===== config.mk =====
export PLATFORM = sky130hd
export DESIGN_NAME = odo_seq
export DESIGN_NICKNAME = d
export VERILOG_FILES = /design/src/sv/odo_pkg.sv /design/src/sv/odo_seq.sv
export SDC_FILE = /design/constraint.sdc
export NUM_CORES = 1
export LEC_CHECK = 0
export BUFFER_PORTS_ARGS = -buffer_cell sky130_fd_sc_hd__buf_2
export CORE_AREA = 2 2 39 41
export CTS_CLUSTER_DIAMETER = 80
export DETAILED_ROUTE_END_ITERATION = 16
export DIE_AREA = 0 0 41 43
export GPL_TIMING_DRIVEN = 0
export PLACE_DENSITY = 0.69
export SLEW_MARGIN = 25
export SYNTH_ARGS = -nofsm -noshare
export SYNTH_HDL_FRONTEND = slang
export SYNTH_SLANG_ARGS = --single-unit

===== constraint.sdc =====
create_clock -name clk_i -period 1.58 [get_ports clk_i]
set_clock_uncertainty 0.2 [all_clocks]
set_input_delay 0.079 -clock clk_i [delete_from_list [all_inputs] [get_ports clk_i]]
set_output_delay 0.079 -clock clk_i [all_outputs]
set_load 0.02 [all_outputs]

===== src/sv/odo_pkg.sv =====
package odo_pkg;

  // Field and register widths
  localparam int RAW_W      = 16;
  localparam int CPR_W      = 16;
  localparam int SCALE_W    = 32;
  localparam int HR_W       = 16;
  localparam int ROT_W      = 24;
  localparam int WORD_W     = 32;
  localparam int CFG_IDX_W  = 2;
  localparam int CFG_DATA_W = 32;
  localparam int FRAC_SHIFT = 16;

  // Datapath widths: wrapped delta, multiplier operand A, product register
  localparam int DELTA_W = RAW_W + 2;
  localparam int OPA_W   = WORD_W + 1;
  localparam int PROD_W  = OPA_W + ROT_W + 1;

  // Register reset values
  localparam logic [CPR_W-1:0]   CPR_RST   = CPR_W'(4096);
  localparam logic [SCALE_W-1:0] SCALE_RST = SCALE_W'(100531);
  localparam logic [HR_W-1:0]    HR_RST    = HR_W'(1638);
  localparam logic [ROT_W-1:0]   ROT_RST   = ROT_W'(16384);

  // Register indexes on the configuration port
  typedef enum logic [CFG_IDX_W-1:0] {
    CFG_COUNTS_PER_REV    = 2'd0,
    CFG_VELOCITY_SCALE    = 2'd1,
    CFG_HALF_RADIUS       = 2'd2,
    CFG_RADIUS_OVER_TRACK = 2'd3
  } cfg_idx_e;

  typedef struct packed {
    logic [CPR_W-1:0]   counts_per_rev;
    logic [SCALE_W-1:0] velocity_scale;
    logic [HR_W-1:0]    half_radius;
    logic [ROT_W-1:0]   radius_over_track;
  } cfg_t;

  // Multiplier operand pair
  typedef enum logic [2:0] {
    MUL_NONE  = 3'd0,
    MUL_LEFT  = 3'd1,
    MUL_RIGHT = 3'd2,
    MUL_FWD   = 3'd3,
    MUL_YAW   = 3'd4
  } mul_sel_e;

  // Destination of the saturated product
  typedef enum logic [2:0] {
    WB_NONE       = 3'd0,
    WB_LEFT_RATE  = 3'd1,
    WB_RIGHT_RATE = 3'd2,
    WB_FWD        = 3'd3,
    WB_YAW        = 3'd4
  } wb_sel_e;

  // Program steps
  localparam int STEP_W = 3;
  localparam logic [STEP_W-1:0] STEP_DELTA      = 3'd0;
  localparam logic [STEP_W-1:0] STEP_MUL_LEFT   = 3'd1;
  localparam logic [STEP_W-1:0] STEP_MUL_RIGHT  = 3'd2;
  localparam logic [STEP_W-1:0] STEP_WB_RIGHT   = 3'd3;
  localparam logic [STEP_W-1:0] STEP_SUMS       = 3'd4;
  localparam logic [STEP_W-1:0] STEP_MUL_FWD    = 3'd5;
  localparam logic [STEP_W-1:0] STEP_MUL_YAW    = 3'd6;
  localparam logic [STEP_W-1:0] STEP_WB_YAW     = 3'd7;

  // One control word of the microprogram
  typedef struct packed {
    logic              delta_en;
    logic              pos_en;
    logic              sums_en;
    mul_sel_e          mul_sel;
    wb_sel_e           wb_sel;
    logic              jump_unprimed;
    logic [STEP_W-1:0] jump_to;
    logic              last;
  } ctrl_t;

  localparam ctrl_t CTRL_NOP = '{
    delta_en:      1'b0,
    pos_en:        1'b0,
    sums_en:       1'b0,
    mul_sel:       MUL_NONE,
    wb_sel:        WB_NONE,
    jump_unprimed: 1'b0,
    jump_to:       STEP_DELTA,
    last:          1'b0
  };

  // Microprogram ROM
  function automatic ctrl_t microcode(input logic [STEP_W-1:0] step);
    ctrl_t w;
    w = CTRL_NOP;
    case (step)
      STEP_DELTA: begin
        w.delta_en      = 1'b1;
        w.jump_unprimed = 1'b1;
        w.jump_to       = STEP_SUMS;
      end
      STEP_MUL_LEFT: begin
        w.pos_en  = 1'b1;
        w.mul_sel = MUL_LEFT;
      end
      STEP_MUL_RIGHT: begin
        w.mul_sel = MUL_RIGHT;
        w.wb_sel  = WB_LEFT_RATE;
      end
      STEP_WB_RIGHT: begin
        w.wb_sel = WB_RIGHT_RATE;
      end
      STEP_SUMS: begin
        w.sums_en = 1'b1;
      end
      STEP_MUL_FWD: begin
        w.mul_sel = MUL_FWD;
      end
      STEP_MUL_YAW: begin
        w.mul_sel = MUL_YAW;
        w.wb_sel  = WB_FWD;
      end
      STEP_WB_YAW: begin
        w.wb_sel = WB_YAW;
        w.last   = 1'b1;
      end
      default: w = CTRL_NOP;
    endcase
    return w;
  endfunction

endpackage


===== src/sv/odo_seq.sv =====
module odo_seq (
  input  logic          clk_i,
  input  logic          rst_ni,
  input  logic          in_valid_i,
  output logic          in_ready_o,
  output logic          start_o,
  input  logic          out_ready_i,
  output logic          out_valid_o,
  input  logic          primed_i,
  output odo_pkg::ctrl_t ctrl_o
);
  import odo_pkg::*;

  logic              running_q, running_d;
  logic [STEP_W-1:0] step_q, step_d;
  logic              out_valid_q, out_valid_d;
  ctrl_t             word;
  logic              stall;
  logic              advance;
  logic              accept;
  logic [STEP_W-1:0] next_step;

  // Fetch and issue; the last step waits while the output word is still held
  assign word    = microcode(step_q);
  assign stall   = word.last & out_valid_q & ~out_ready_i;
  assign advance = running_q & ~stall;
  assign ctrl_o  = advance ? word : CTRL_NOP;

  assign accept     = in_valid_i & ~running_q;
  assign in_ready_o = ~running_q;
  assign start_o    = accept;
  assign out_valid_o = out_valid_q;

  // Conditional jump on the unprimed flag, otherwise fall through
  assign next_step = (word.jump_unprimed && !primed_i) ? word.jump_to
                                                       : step_q + STEP_W'(1);

  always_comb begin
    running_d   = running_q;
    step_d      = step_q;
    out_valid_d = out_valid_q;
    if (out_ready_i) begin
      out_valid_d = 1'b0;
    end
    if (accept) begin
      running_d = 1'b1;
      step_d    = STEP_DELTA;
    end else if (advance) begin
      step_d = next_step;
      if (word.last) begin
        running_d   = 1'b0;
        out_valid_d = 1'b1;
      end
    end
  end

  always_ff @(posedge clk_i or negedge rst_ni) begin
    if (!rst_ni) begin
      running_q   <= 1'b0;
      step_q      <= STEP_DELTA;
      out_valid_q <= 1'b0;
    end else begin
      running_q   <= running_d;
      step_q      <= step_d;
      out_valid_q <= out_valid_d;
    end
  end

endmodule


==> results.sh <==
export IMPL_status="finished, violations left"
export IMPL_violations="setup timing"
export IMPL_initial_core_util=0.325
export IMPL_cts_sinks=5
export IMPL_hp_start="out_ready_i"
export IMPL_clockBufferDepth=2
export IMPL_grt_overflow=0
export IMPL_synth_area_um2=450
export IMPL_cts_made_buffers=3
export IMPL_die_area_um2=1760
export IMPL_final_common_cell="buf_4"
export IMPL_reg2reg_to="step_q[0]$_DFFE_PN0P_"
export IMPL_drt_wl_total_um=1240
export IMPL_netlist_instances=55
export IMPL_ys_seq_area_frac=0.278
export IMPL_via_per_inst=4.47
export IMPL_yosysUniqueCellTypes=18
export IMPL_rows=14
export IMPL_vias=483
export IMPL_yosys_warnings=0
export IMPL_clock_fmax_ghz=0.485
export IMPL_cts_clk_slew_worst_paths_ps=40
export IMPL_r2r_start="step_q[1]$_DFFE_PN0P_"
export IMPL_stdcell_count=108
export IMPL_slowest_delay_ps=380
export IMPL_power_density_nw_per_um2=2290
export IMPL_diodes=0
export IMPL_timing_final_crit_share=1.30
export IMPL_finalSetupViolCount=14
export IMPL_ff2ff_setup_slack_ps=-130
export IMPL_nFillCells=115
export IMPL_required_ps=1300
export IMPL_drive_gt1_frac=0.598
export IMPL_drtIter0Drc=2
export IMPL_place_hpwl_um=670
export IMPL_hp_class="in2reg"
export IMPL_grt_max_degree=9
export IMPL_area_growth_pct=95.8
export IMPL_path_common_cell="buf_6"
export IMPL_dr_pass1_iters=4
export IMPL_rsz0062_at_grt="true"
export IMPL_grt_pass1_vias=428
export IMPL_ant_nets=0
export IMPL_cp_slowest_cell="dfrtp_1"
export IMPL_crit_path_start="step_q[1]$_DFFE_PN0P_"
export IMPL_layout_common_cells="buf_4, buf_6, buf_2"
export IMPL_pin_count=22
export IMPL_syn_area_per_cell_um2=8.19
export IMPL_antenna_found_initial=0
export IMPL_crit_path_max_fanout=3
export IMPL_cts_tree="done"
export IMPL_critical_path_arrival_ps=1780
export IMPL_layout_setup_ws_ps=-481
export IMPL_maxCapViolCount=0
export IMPL_die_x_um=41
export IMPL_hold_violations=0
export IMPL_port_buffers=19
export IMPL_worstSetupPathType="reg2out"
export IMPL_grt_pass1_wl_um=1770
export IMPL_dp_cells=91
export IMPL_nets=103
export IMPL_crit_path_start_kind="flip-flop"
export IMPL_gp_congestion=0.735
export IMPL_crit_path_end="ctrl_o[4]"
export IMPL_insertion_delay_ps=230
export IMPL_drc=0
export IMPL_period_needed_ps=2060
export IMPL_rr_worst_depth=6
export IMPL_ir_drop_v=0.00106
export IMPL_die_h_um=43
export IMPL_crit_chain="ha_2 > ha_4 > a31o_4 > buf_8 > nor3b_4 > buf_6 > buf_6"
export IMPL_grt_total_usage=0.155
export IMPL_htree_levels=1
export IMPL_synth_seq_cells=5
export IMPL_multi_input_area_um2=353
export IMPL_final_seq_area_um2=125
export IMPL_end_kind="output port"
export IMPL_leakagePower_uw=0.000438
export IMPL_root_buffer="clkbuf_4"
export IMPL_maxSlewViolCount=0
export IMPL_coreArea_um2=1380
export IMPL_wl_per_cell_um=11.5
export IMPL_fin_tns_setup_ps=-4630
cells in the mapped netlist (all sizes together):
| master | instances | area, um2 |
|---|---|---|
| a21oi | 3 | 15.0 |
| a31o | 1 | 17.5 |
| buf | 6 | 48.8 |
| conb | 1 | 3.75 |
| dfrtp | 5 | 125 |
| ha | 5 | 62.6 |
| inv | 7 | 26.3 |
| mux2i | 4 | 40.0 |
| nand2 | 7 | 26.3 |
| nand2b | 3 | 18.8 |
| nor2 | 8 | 30.0 |
| nor3 | 1 | 5.00 |
| nor3b | 2 | 20.0 |
| o21ai | 1 | 5.00 |
| or2 | 1 | 6.26 |
registers in the layout, summed over array words and instances (netlist names):
signal,cells
step_q,3
out_valid_o,1
running_q,1
critical path, delay by kind of cell, from the launching register on:
kind,cells,cell delay (ps)
flops,1,380
simple gates,1,220
buf+inv,3,350
compound gates,1,220
fa+ha+maj,2,370
cells by family (layout without fill, tap and decap cells):
logic type	Yosys count	in the layout	share of synthesized area
DFF	5	5	0.278
buffers and inverters	13	49	0.167
and+or+nand+nor	22	22	0.236
adders and majority gates	5	5	0.139
other	1	2	0.00833
AOI/OAI and AO/OA	5	5	0.0833
muxes	4	4	0.0889
per-stage QoR:
stage	total power, uW	instance area, um2	hold WS, ps	setup WS (ps)	utilization
2_1_floorplan	1050	483	-417	-325	-
3_3_place_gp	1280	598	-306	-340	0.432
3_5_place_dp	1310	598	-305	-350	0.432
4_1_cts	1770	798	134	-500	0.577
5_1_grt	2180	882	273	-558	0.637
6_report	2020	882	256	-481	0.637
layout make-up:
cell class / instances / area share
Multi-Input combinational cell: 38 / 0.400
Timing Repair Buffer: 32 / 0.302
Sequential cell: 5 / 0.142
Buffer: 6 / 0.0681
Inverter: 7 / 0.0355
Clock buffer: 4 / 0.0298
Tap cell: 16 / 0.0227
per-layer routing:
metal / vias up / share of wire / track usage
met1: 226 / 0.37 / 0.152
met4: 0 / 0.023 / 0.107
li1: 239 / - / -
met3: 4 / 0.031 / 0.0314
met2: 14 / 0.58 / 0.266
met5: - / 0 / 0
worst min-delay path by stage:
stage | end | depth (start not counted)
after floorplan | out_valid_o$_DFF_PN0_ | 0
after global placement | running_q$_DFFE_PN0P_ | 1
after CTS | running_q$_DFFE_PN0P_ | 5
after detailed placement | out_valid_o$_DFF_PN0_ | 1
final | running_q$_DFFE_PN0P_ | 5
after global routing | running_q$_DFFE_PN0P_ | 5
where the power goes:
group | leakage (uW) | total [uW] | switching (uW) | internal (uW)
Sequential | 0.0000580 | 263 | 66.6 | 197
Clock | 0.0000150 | 140 | 45.4 | 95.0
Combinational | 0.000365 | 1620 | 807 | 813
repair_timing:
item	in CTS	in global routing
setup buffers	6	3
resized for setup	24	18
endpoints found under the setup margin	14	15
pin swaps	5	2
hold buffers	5	0
hold endpoints to repair	8	0
Power figures use the tool's default switching activity.
